**config.mk**
```make
export PLATFORM = sky130hd
export DESIGN_NAME = line_raster_color_lerp_top
export DESIGN_NICKNAME = d
export VERILOG_FILES = /design/src/hdl/lrcl_pkg.sv /design/src/hdl/lrcl_div.sv /design/src/hdl/lrcl_step.sv /design/src/hdl/line_raster_color_lerp_top.sv
export SDC_FILE = /design/constraint.sdc
export NUM_CORES = 1
export LEC_CHECK = 0
export BUFFER_PORTS_ARGS = -buffer_cell sky130_fd_sc_hd__buf_2
export CORE_MARGIN = 4
export CORE_UTILIZATION = 55
export CTS_CLUSTER_DIAMETER = 100
export DETAILED_ROUTE_END_ITERATION = 8
export PLACE_DENSITY = 0.77
export RECOVER_POWER = 25
export SYNTH_ARGS = -nofsm -noshare
export SYNTH_HDL_FRONTEND = slang
export SYNTH_SLANG_ARGS = --single-unit
```
**constraint.sdc**
```tcl
create_clock -name clk_i -period 5.78 [get_ports clk_i]
set_input_delay 0 -clock clk_i [delete_from_list [all_inputs] [get_ports clk_i]]
set_output_delay 0 -clock clk_i [all_outputs]
set_load 0.03 [all_outputs]
```
**src/hdl/lrcl_pkg.sv**
```systemverilog
// ----------------------------------------------------------------------------
// lrcl_pkg
// Shared types and constants of the color-interpolating line rasterizer.
// ----------------------------------------------------------------------------
package lrcl_pkg;

  // field widths fixed by the request and pixel formats
  localparam int FIELD_COORD_W = 6;
  localparam int COLOR_W       = 32;
  localparam int CHAN_W        = 8;
  localparam int NUM_CHAN      = 4;

  // configuration port
  localparam int CFG_ADDR_W = 3;
  localparam int CFG_DATA_W = 32;

  // register index, taken from the word address bit
  localparam logic REG_ERROR_RULE = 1'b0;

  // error rule codes
  localparam logic RULE_BRESENHAM = 1'b0;
  localparam logic RULE_MIDPOINT  = 1'b1;

  // line request: two endpoints with packed rgba colors
  typedef struct packed {
    logic [FIELD_COORD_W-1:0] first_x;
    logic [FIELD_COORD_W-1:0] first_y;
    logic [COLOR_W-1:0]       first_color;
    logic [FIELD_COORD_W-1:0] second_x;
    logic [FIELD_COORD_W-1:0] second_y;
    logic [COLOR_W-1:0]       second_color;
  } line_req_t;

  // emitted pixel
  typedef struct packed {
    logic [FIELD_COORD_W-1:0] pixel_x;
    logic [FIELD_COORD_W-1:0] pixel_y;
    logic [COLOR_W-1:0]       pixel_color;
    logic                     last_pixel;
  } pixel_t;

endpackage

```
**src/hdl/lrcl_div.sv**
```systemverilog
// ----------------------------------------------------------------------------
// lrcl_div
// Restoring divider, one quotient bit per cycle, shared by the color channels
// to split each channel delta into whole steps and a remainder per pixel.
// ----------------------------------------------------------------------------
module lrcl_div import lrcl_pkg::*; #(
  parameter int DIVISOR_W = 6
) (
  input  logic                 clk_i,
  input  logic                 rst_ni,
  input  logic                 start_i,
  input  logic [CHAN_W-1:0]    dividend_i,
  input  logic [DIVISOR_W-1:0] divisor_i,
  output logic                 done_o,
  output logic [CHAN_W-1:0]    quot_o,
  output logic [DIVISOR_W-1:0] rem_o
);

  localparam int CNT_W = $clog2(CHAN_W);

  logic                 busy_q, busy_d;
  logic                 done_q, done_d;
  logic [CNT_W-1:0]     cnt_q, cnt_d;
  logic [CHAN_W-1:0]    quo_q, quo_d;
  logic [DIVISOR_W-1:0] rem_q, rem_d;
  logic [DIVISOR_W-1:0] dvs_q, dvs_d;

  logic [DIVISOR_W:0] trial;
  logic               fits;

  // one trial subtraction per cycle
  assign trial = {rem_q, quo_q[CHAN_W-1]};
  assign fits  = trial >= {1'b0, dvs_q};

  always_comb begin
    busy_d = busy_q;
    done_d = 1'b0;
    cnt_d  = cnt_q;
    quo_d  = quo_q;
    rem_d  = rem_q;
    dvs_d  = dvs_q;
    if (start_i) begin
      busy_d = 1'b1;
      cnt_d  = '0;
      quo_d  = dividend_i;
      rem_d  = '0;
      dvs_d  = divisor_i;
    end else if (busy_q) begin
      quo_d = {quo_q[CHAN_W-2:0], fits};
      rem_d = fits ? DIVISOR_W'(trial - {1'b0, dvs_q}) : DIVISOR_W'(trial);
      cnt_d = cnt_q + 1'b1;
      if (cnt_q == CNT_W'(CHAN_W - 1)) begin
        busy_d = 1'b0;
        done_d = 1'b1;
      end
    end
  end

  // control
  always_ff @(posedge clk_i or negedge rst_ni) begin
    if (!rst_ni) begin
      busy_q <= 1'b0;
      done_q <= 1'b0;
      cnt_q  <= '0;
    end else begin
      busy_q <= busy_d;
      done_q <= done_d;
      cnt_q  <= cnt_d;
    end
  end

  // datapath
  always_ff @(posedge clk_i) begin
    quo_q <= quo_d;
    rem_q <= rem_d;
    dvs_q <= dvs_d;
  end

  assign done_o = done_q;
  assign quot_o = quo_q;
  assign rem_o  = rem_q;

endmodule

```
**src/hdl/lrcl_step.sv**
```systemverilog
// ----------------------------------------------------------------------------
// lrcl_step
// One step along the major axis: error term and minor coordinate update, and
// the per-channel quotient and remainder advance that gives the pixel color.
// ----------------------------------------------------------------------------
module lrcl_step import lrcl_pkg::*; #(
  parameter int COORD_W = 6
) (
  input  logic                                 rule_i,
  input  logic                                 step_neg_i,
  input  logic [COORD_W-1:0]                   big_i,
  input  logic [COORD_W-1:0]                   small_i,
  input  logic [COORD_W-1:0]                   ma_i,
  input  logic [COORD_W-1:0]                   mi_i,
  input  logic signed [COORD_W+2:0]            err_i,
  input  logic [NUM_CHAN-1:0][CHAN_W-1:0]      lo_i,
  input  logic [NUM_CHAN-1:0]                  neg_i,
  input  logic [NUM_CHAN-1:0][CHAN_W-1:0]      qd_i,
  input  logic [NUM_CHAN-1:0][COORD_W-1:0]     rd_i,
  input  logic [NUM_CHAN-1:0][CHAN_W-1:0]      q_i,
  input  logic [NUM_CHAN-1:0][COORD_W-1:0]     r_i,
  output logic [COORD_W-1:0]                   ma_o,
  output logic [COORD_W-1:0]                   mi_o,
  output logic signed [COORD_W+2:0]            err_o,
  output logic [NUM_CHAN-1:0][CHAN_W-1:0]      q_o,
  output logic [NUM_CHAN-1:0][COORD_W-1:0]     r_o,
  output logic [COLOR_W-1:0]                   color_o
);

  localparam int EW = COORD_W + 3;

  logic signed [EW-1:0] two_big;
  logic signed [EW-1:0] two_small;
  logic signed [EW-1:0] err_add;
  logic                 move;
  logic [NUM_CHAN-1:0][CHAN_W-1:0] chan;

  assign two_big   = $signed({2'b00, big_i, 1'b0});
  assign two_small = $signed({2'b00, small_i, 1'b0});
  assign err_add   = err_i + two_small;
  assign ma_o      = ma_i + 1'b1;

  // error term and minor axis move
  always_comb begin
    if (rule_i == RULE_MIDPOINT) begin
      move  = (err_i <= 0);
      err_o = move ? (err_i + two_big - two_small) : (err_i - two_small);
    end else begin
      move  = (err_add >= 0);
      err_o = move ? (err_add - two_big) : err_add;
    end
    if (!move) begin
      mi_o = mi_i;
    end else if (step_neg_i) begin
      mi_o = mi_i - 1'b1;
    end else begin
      mi_o = mi_i + 1'b1;
    end
  end

  // color lanes: quotient and remainder of |delta| * i / d kept incrementally
  always_comb begin
    logic [COORD_W:0] rsum;
    logic             carry;
    for (int c = 0; c < NUM_CHAN; c++) begin
      rsum    = {1'b0, r_i[c]} + {1'b0, rd_i[c]};
      carry   = rsum >= {1'b0, big_i};
      r_o[c]  = carry ? COORD_W'(rsum - {1'b0, big_i}) : COORD_W'(rsum);
      q_o[c]  = q_i[c] + qd_i[c] + CHAN_W'(carry);
      chan[c] = neg_i[c] ? (lo_i[c] - q_o[c]) : (lo_i[c] + q_o[c]);
    end
  end

  assign color_o = chan;

endmodule

```
**src/hdl/line_raster_color_lerp_top.sv**
```systemverilog
// ----------------------------------------------------------------------------
// line_raster_color_lerp_top
// Color-interpolating line rasterizer for a square tile: emits both endpoints,
// then the interior pixels along the major axis with per-channel color lerp.
// ----------------------------------------------------------------------------
//
//   channel   direction  handshake               payload
//   --------  ---------  ----------------------  ------------
//   in        input      in_valid_i / in_stall_o line_req_t
//   out       output     out_valid_o/out_stall_i pixel_t
//   config    input      apb write/read          error_rule
//
// A line is accepted in the idle state, then one shared restoring divider
// splits the four color deltas by the major extent, one channel at a time,
// then one pixel per cycle, unless out_stall_i holds, for the D+1 pixels.
// Equal endpoints are accepted and emit no pixel. The request side stalls for
// the whole line; the last pixel may wait in the output register while the
// next request is accepted. Reset is asynchronous and needs no clearing pass.
// ----------------------------------------------------------------------------
module line_raster_color_lerp_top import lrcl_pkg::*; #(
  parameter int COORD_BITS = 6
) (
  input  logic                  clk_i,
  input  logic                  rst_ni,
  input  logic                  in_valid_i,
  output logic                  in_stall_o,
  input  line_req_t             in_data_i,
  output logic                  out_valid_o,
  input  logic                  out_stall_i,
  output pixel_t                out_data_o,
  input  logic                  psel,
  input  logic                  penable,
  input  logic                  pwrite,
  input  logic [CFG_ADDR_W-1:0] paddr,
  input  logic [CFG_DATA_W-1:0] pwdata,
  output logic [CFG_DATA_W-1:0] prdata,
  output logic                  pready
);

  localparam int CW = COORD_BITS;
  localparam int EW = CW + 3;

  // sequencer states
  localparam logic [1:0] ST_IDLE     = 2'd0;
  localparam logic [1:0] ST_DIV_GO   = 2'd1;
  localparam logic [1:0] ST_DIV_WAIT = 2'd2;
  localparam logic [1:0] ST_EMIT     = 2'd3;

  // emit phases
  localparam logic [1:0] PH_FIRST  = 2'd0;
  localparam logic [1:0] PH_SECOND = 2'd1;
  localparam logic [1:0] PH_INNER  = 2'd2;

  logic [1:0] state_q, state_d;
  logic [1:0] phase_q, phase_d;
  logic [1:0] ch_q, ch_d;
  logic       out_valid_q, out_valid_d;
  logic       rule_q;
  logic       accept;
  logic       load;

  // line registers
  logic [CW-1:0]      x0_q, y0_q, x1_q, y1_q;
  logic [COLOR_W-1:0] c0_q, c1_q;
  logic               xmaj_q, step_neg_q, line_rule_q;
  logic [CW-1:0]      big_q, small_q, ma1_q;
  logic [NUM_CHAN-1:0][CHAN_W-1:0] lo_q, hi_q;
  logic [NUM_CHAN-1:0][CHAN_W-1:0] qd_q, q_q;
  logic [NUM_CHAN-1:0][CW-1:0]     rd_q, r_q;
  logic [NUM_CHAN-1:0]             neg_q;
  logic [CW-1:0]        ma_q, mi_q;
  logic signed [EW-1:0] err_q;
  pixel_t               out_q, out_d;

  // ---------------------------------------------------------------------------
  // configuration port
  // ---------------------------------------------------------------------------
  logic cfg_wr;

  assign pready = 1'b1;
  assign cfg_wr = psel && penable && pwrite;
  assign prdata = (paddr[2] == REG_ERROR_RULE) ? CFG_DATA_W'(rule_q) : '0;

  always_ff @(posedge clk_i or negedge rst_ni) begin
    if (!rst_ni) begin
      rule_q <= RULE_BRESENHAM;
    end else if (cfg_wr && paddr[2] == REG_ERROR_RULE) begin
      rule_q <= pwdata[0];
    end
  end

  // ---------------------------------------------------------------------------
  // request setup: extents, major axis, ordering along it
  // ---------------------------------------------------------------------------
  logic [CW-1:0]        ax, ay, bx, by, dx, dy, big, minor_ext;
  logic [CW-1:0]        ma0_r, mi0_r, ma1_r, mi1_r, ma0, mi0, ma1, mi1;
  logic                 xmaj, swap, same;
  logic signed [EW-1:0] err_init;

  always_comb begin
    ax        = in_data_i.first_x[CW-1:0];
    ay        = in_data_i.first_y[CW-1:0];
    bx        = in_data_i.second_x[CW-1:0];
    by        = in_data_i.second_y[CW-1:0];
    dx        = (ax > bx) ? (ax - bx) : (bx - ax);
    dy        = (ay > by) ? (ay - by) : (by - ay);
    xmaj      = dx >= dy;
    big       = xmaj ? dx : dy;
    minor_ext = xmaj ? dy : dx;
    ma0_r     = xmaj ? ax : ay;
    mi0_r     = xmaj ? ay : ax;
    ma1_r     = xmaj ? bx : by;
    mi1_r     = xmaj ? by : bx;
    swap      = ma0_r > ma1_r;
    ma0       = swap ? ma1_r : ma0_r;
    mi0       = swap ? mi1_r : mi0_r;
    ma1       = swap ? ma0_r : ma1_r;
    mi1       = swap ? mi0_r : mi1_r;
    same      = (ax == bx) && (ay == by);
    if (rule_q == RULE_MIDPOINT) begin
      err_init = $signed({3'b000, big}) - $signed({2'b00, minor_ext, 1'b0});
    end else begin
      err_init = -$signed({3'b000, big});
    end
  end

  assign accept     = (state_q == ST_IDLE) && in_valid_i;
  assign in_stall_o = state_q != ST_IDLE;

  // ---------------------------------------------------------------------------
  // shared divider: |hi - lo| / d for each channel in turn
  // ---------------------------------------------------------------------------
  logic [CHAN_W:0]   diff;
  logic              diff_neg;
  logic [CHAN_W-1:0] diff_mag;
  logic              div_start, div_done;
  logic [CHAN_W-1:0] div_quot;
  logic [CW-1:0]     div_rem;

  assign diff      = {1'b0, hi_q[ch_q]} - {1'b0, lo_q[ch_q]};
  assign diff_neg  = diff[CHAN_W];
  assign diff_mag  = diff_neg ? (lo_q[ch_q] - hi_q[ch_q]) : diff[CHAN_W-1:0];
  assign div_start = state_q == ST_DIV_GO;

  lrcl_div #(
    .DIVISOR_W (CW)
  ) u_div (
    .clk_i      (clk_i),
    .rst_ni     (rst_ni),
    .start_i    (div_start),
    .dividend_i (diff_mag),
    .divisor_i  (big_q),
    .done_o     (div_done),
    .quot_o     (div_quot),
    .rem_o      (div_rem)
  );

  // ---------------------------------------------------------------------------
  // major-axis step
  // ---------------------------------------------------------------------------
  logic [CW-1:0]        ma_n, mi_n;
  logic signed [EW-1:0] err_n;
  logic [NUM_CHAN-1:0][CHAN_W-1:0] q_n;
  logic [NUM_CHAN-1:0][CW-1:0]     r_n;
  logic [COLOR_W-1:0]   color_n;
  logic                 inner_last;

  lrcl_step #(
    .COORD_W (CW)
  ) u_step (
    .rule_i     (line_rule_q),
    .step_neg_i (step_neg_q),
    .big_i      (big_q),
    .small_i    (small_q),
    .ma_i       (ma_q),
    .mi_i       (mi_q),
    .err_i      (err_q),
    .lo_i       (lo_q),
    .neg_i      (neg_q),
    .qd_i       (qd_q),
    .rd_i       (rd_q),
    .q_i        (q_q),
    .r_i        (r_q),
    .ma_o       (ma_n),
    .mi_o       (mi_n),
    .err_o      (err_n),
    .q_o        (q_n),
    .r_o        (r_n),
    .color_o    (color_n)
  );

  assign inner_last = ma_n == (ma1_q - 1'b1);

  // ---------------------------------------------------------------------------
  // sequencer
  // ---------------------------------------------------------------------------
  assign load = (state_q == ST_EMIT) && (!out_valid_q || !out_stall_i);

  always_comb begin
    state_d = state_q;
    phase_d = phase_q;
    ch_d    = ch_q;
    out_d   = out_q;
    unique case (state_q)
      ST_IDLE: begin
        if (accept && !same) begin
          state_d = ST_DIV_GO;
          ch_d    = '0;
          phase_d = PH_FIRST;
        end
      end
      ST_DIV_GO: begin
        state_d = ST_DIV_WAIT;
      end
      ST_DIV_WAIT: begin
        if (div_done) begin
          ch_d    = ch_q + 1'b1;
          state_d = (ch_q == 2'(NUM_CHAN - 1)) ? ST_EMIT : ST_DIV_GO;
        end
      end
      ST_EMIT: begin
        if (load) begin
          unique case (phase_q)
            PH_FIRST: begin
              out_d.pixel_x     = FIELD_COORD_W'(x0_q);
              out_d.pixel_y     = FIELD_COORD_W'(y0_q);
              out_d.pixel_color = c0_q;
              out_d.last_pixel  = 1'b0;
              phase_d           = PH_SECOND;
            end
            PH_SECOND: begin
              out_d.pixel_x     = FIELD_COORD_W'(x1_q);
              out_d.pixel_y     = FIELD_COORD_W'(y1_q);
              out_d.pixel_color = c1_q;
              out_d.last_pixel  = big_q == CW'(1);
              phase_d           = PH_INNER;
              if (big_q == CW'(1)) begin
                state_d = ST_IDLE;
              end
            end
            default: begin
              out_d.pixel_x     = FIELD_COORD_W'(xmaj_q ? ma_n : mi_n);
              out_d.pixel_y     = FIELD_COORD_W'(xmaj_q ? mi_n : ma_n);
              out_d.pixel_color = color_n;
              out_d.last_pixel  = inner_last;
              if (inner_last) begin
                state_d = ST_IDLE;
              end
            end
          endcase
        end
      end
      default: begin
        state_d = ST_IDLE;
      end
    endcase
  end

  // output register valid
  always_comb begin
    if (load) begin
      out_valid_d = 1'b1;
    end else if (!out_stall_i) begin
      out_valid_d = 1'b0;
    end else begin
      out_valid_d = out_valid_q;
    end
  end

  // control registers
  always_ff @(posedge clk_i or negedge rst_ni) begin
    if (!rst_ni) begin
      state_q     <= ST_IDLE;
      phase_q     <= PH_FIRST;
      ch_q        <= '0;
      out_valid_q <= 1'b0;
    end else begin
      state_q     <= state_d;
      phase_q     <= phase_d;
      ch_q        <= ch_d;
      out_valid_q <= out_valid_d;
    end
  end

  // line and walk registers
  always_ff @(posedge clk_i) begin
    out_q <= out_d;
    if (accept) begin
      x0_q        <= ax;
      y0_q        <= ay;
      x1_q        <= bx;
      y1_q        <= by;
      c0_q        <= in_data_i.first_color;
      c1_q        <= in_data_i.second_color;
      xmaj_q      <= xmaj;
      big_q       <= big;
      small_q     <= minor_ext;
      ma1_q       <= ma1;
      step_neg_q  <= mi1 < mi0;
      line_rule_q <= rule_q;
      lo_q        <= swap ? in_data_i.second_color : in_data_i.first_color;
      hi_q        <= swap ? in_data_i.first_color : in_data_i.second_color;
      ma_q        <= ma0;
      mi_q        <= mi0;
      err_q       <= err_init;
      q_q         <= '0;
      r_q         <= '0;
    end
    if (state_q == ST_DIV_WAIT && div_done) begin
      qd_q[ch_q]  <= div_quot;
      rd_q[ch_q]  <= div_rem;
      neg_q[ch_q] <= diff_neg;
    end
    if (load && phase_q == PH_INNER) begin
      ma_q  <= ma_n;
      mi_q  <= mi_n;
      err_q <= err_n;
      q_q   <= q_n;
      r_q   <= r_n;
    end
  end

  assign out_valid_o = out_valid_q;
  assign out_data_o  = out_q;

  // ---------------------------------------------------------------------------
  // assertions
  // ---------------------------------------------------------------------------
  // divider results only arrive while the sequencer waits for them
  a_div_done_in_wait: assert property (@(posedge clk_i) disable iff (!rst_ni)
    div_done |-> state_q == ST_DIV_WAIT)
    else $error("divider finished outside of the wait state");

  // per-pixel remainders stay below the major extent
  a_rem_below_d: assert property (@(posedge clk_i) disable iff (!rst_ni)
    (state_q == ST_EMIT) |-> (r_q[0] < big_q) && (r_q[1] < big_q) &&
                             (r_q[2] < big_q) && (r_q[3] < big_q))
    else $error("color remainder reached the major extent");

  // interior walk never reaches the far endpoint
  a_walk_inside: assert property (@(posedge clk_i) disable iff (!rst_ni)
    (state_q == ST_EMIT && phase_q == PH_INNER) |-> ({1'b0, ma_q} + 1'b1 < {1'b0, ma1_q}))
    else $error("interior walk passed the far endpoint");

  // a pixel flagged last ends the line
  a_last_ends_line: assert property (@(posedge clk_i) disable iff (!rst_ni)
    (load && out_d.last_pixel) |=> state_q == ST_IDLE)
    else $error("line continued after its last pixel");

endmodule
```
==> results.cfg <==
[outcome]
status = completed

[place]
place_area_um2 = 26700
place_congestion = 0.919
portBuffers = 144
place.detailed.hpwl_um = 45800

[logic_synthesis]
synth.largest_area_cell = edfxtp_1
ys_seq_area_share_pct = 45.6
synthMuxAreaShare_pct = 9.54
synth_edf_count = 369
synth-simple-area-share_pct = 9.03
synth_top_family_by_area = adder cells
ys_ff_latch = 388
ys_warn_count = 0
synth_fa_ha_area_share_pct = 13.5
synth.most_common_cell = edfxtp_1
synthArstFlopShare_pct = 3.35
synthTopCellsByArea = edfxtp_1, ha_1, mux2i_1
synth-compound-area-share_pct = 12.0
synth_common_cells = edfxtp_1, ha_1, inv_1, nor2_1, a21oi_1
synthFlopType = edfxtp_1
postSynthAreaPerCell_um2 = 11.3
synth_top_area_share_pct = 43.8
synth_cell_types = 91
synthCells = 2230
synth_area_um2 = 25300
synthXorXnorAreaFrac_pct = 4.96

[global_route]
grt_pass1_vias = 18400
grt_usage_pct = 25.1
grt_start_max_net_pins = 85
antenna_found_initial = 1
overflow = 0
grt_pass1_wl_um = 99900

[finish]
drive_above_1_share_pct = 14.8
postLayoutCoreUtil_pct = 65.1
num-nets-final = 2885
syn_to_final_growth_pct = 16.7
design_area_um2 = 29500

[worst_setup_path]
reg2regPathDepth = 25
reg2reg_from = rd_q[0]
crit_type = reg2reg
endpoint_kind = register
worst_path_dominant_cell_family = adder cells
cpPeakStageDelay_ns = 0.57
arrival_ns = 6.09
path_buf_inv = 4
r2r_end = out_data_o[8]
crit_slowest_cell = fa_2
required_ns = 6.21
r2r_setup_slack_ns = 0.11
crit_fanout = 3
crit_path_frequent_cell = ha_1
crit_path_start_kind = register

[clocking]
clockBufferDepth = 3
cts_root_buffer = clkbuf_16
insertion_delay_ns = 0.60
numCtsBuffers = 42
clock-sinks = 388
ctsHtreeMaxLevel = 2
clk_pin_slew_worst_paths_ns = 0.06
tritoncts = yes

[hold_path]
hold_depth = 3
whs_endpoint = err_q[0]
worstHoldPathType = in2reg
hold_start = in_valid_i

[detailed_routing]
viasPerCell = 5.82
wirelength_um = 64600
via_count = 18300
drt-wirelength-per-cell_um = 20.6
drt_first_pass_iters = 6
drt_iter0_markers = 1571
final_antenna_net_count = 0
post-route-drc-count = 0

[sta]
tightest_slew_ns = 1.00
max_freq_mhz = 176
slew_headroom_pct = 33.3
setup_violations = 0
period_minus_slack_ns = 5.67
hold_viol_final = 0
min_period_over_period_pct = 98.1
slew_violations = 0
finClkSkew_ns = 0.0404
rsz0062_at_grt = true

[flow_run]
cap_violations = 0

[pwr]
p_leak_uw = 0.0119
powerDensity_nw_per_um2 = 594
peakVddDrop_mv = 0.441

[floorplan]
die_w_um = 222
coreArea_um2 = 45400
die_area_um2 = 49500
rows = 78
ios = 210
start_util_pct = 55.7
die_h_um = 222
## power breakdown
part           leakage, uW  internal (uW)  switching, uW  total, uW
registers          0.00366           4240            531       4770
logic              0.00749           4270           5620       9890
clock network     0.000728           1720           1160       2880
## repair_timing
| action | in CTS | in global routing |
|---|---|---|
| pin swaps | 1 | 55 |
| hold buffers | 93 | 0 |
| gates cloned | 0 | 1 |
| resized for setup | 13 | 88 |
| endpoints found under the setup margin | 4 | 74 |
| endpoints found under the hold margin | 173 | 0 |
| buffers inserted | 0 | 21 |
## cell type report
class / count / area (um^2)
fillers: 3364 / 15900
multi-input cells: 1564 / 12900
flip-flops and latches: 388 / 11500
repair buffers: 306 / 2050
clock buffers: 48 / 1110
inverters: 203 / 767
well taps: 600 / 751
clock inverters: 29 / 388
diodes: 1 / 2.50
## layer usage
metal  track usage (%)  up-vias  part of all wire (%)
li1                  -     8577                     -
met1              34.5     8963                    42
met2              42.0      628                    49
met3              3.29      113                   6.4
met4              7.93        2                   2.9
met5                 0        -                 0.020
## cell families after synthesis
| group | Yosys count |
|---|---|
| other | 2 |
| AND/OR/NAND/NOR | 475 |
| XOR/XNOR | 137 |
| flip-flops | 388 |
| buffers and inverters | 309 |
| multiplexers | 210 |
| AO/OA/AOI/OAI | 459 |
| adder cells (fa/ha/maj) | 250 |
## cell usage in the layout (no fill, tap or decap), drive strengths merged, types with 8 or more instances in the layout
cell type	n
a211oi	23
a21boi	9
a21o	43
a21oi	126
a31oi	17
and3	23
buf	94
clkbuf	167
clkinv	18
conb	32
dfrtp	13
dlygate4sd3	93
edfxtp	369
fa	39
ha	211
inv	205
mux2	83
mux2i	111
mux4	16
nand2	99
nand2b	22
nand3	33
nand3b	11
nor2	171
nor2b	45
nor3	24
nor3b	9
o211ai	12
o21a	24
o21ai	116
o21bai	17
or2	8
xnor2	76
xor2	57
## flip-flops by register name, summed over array words and instances, names as in the netlist, 8 cells and up
signal	flops
r_q	24
lo_q	32
qd_q	32
c1_q	32
rd_q	24
q_q	32
c0_q	32
hi_q	32
out_data_o	45
err_q	9
u_div.quot_o	8
## tightest hold or removal path, delay by kind of cell
family / cells / cell delay (ns)
buffers and inverters: 1 / 0.11
and+or+nand+nor: 2 / 0.34
## metrics by stage
step	instances	total power [uW]	TNS, ns	setup slack (ns)	hold WS, ns
finish	3139	17500	0	0.112	0.0259
global route	3138	18700	-0.419	-0.169	0.0421
CTS	3116	17000	0	0.0255	0.0131
detailed placement	2946	14000	-0.456	-0.263	-0.0722
global placement	2946	13600	0	0.0589	-0.0786
floorplan	2260	11500	0	0.0473	-0.296
## how the worst max path moves through the flow
| stage | endpoint | cells past startpoint | start |
|---|---|---|---|
| final | out_data_o[8] | 25 | rd_q[0] |
| after global routing | out_data_o[8] | 26 | rd_q[0] |
| after CTS | out_data_o[8] | 25 | rd_q[0] |
| after detailed placement | out_data_o[32] | 25 | rd_q[18] |
| after global placement | out_data_o[24] | 23 | rd_q[12] |
| after floorplan | step_neg_q | 27 | in_data_i[76] |
(Power assumes the default switching activity.)
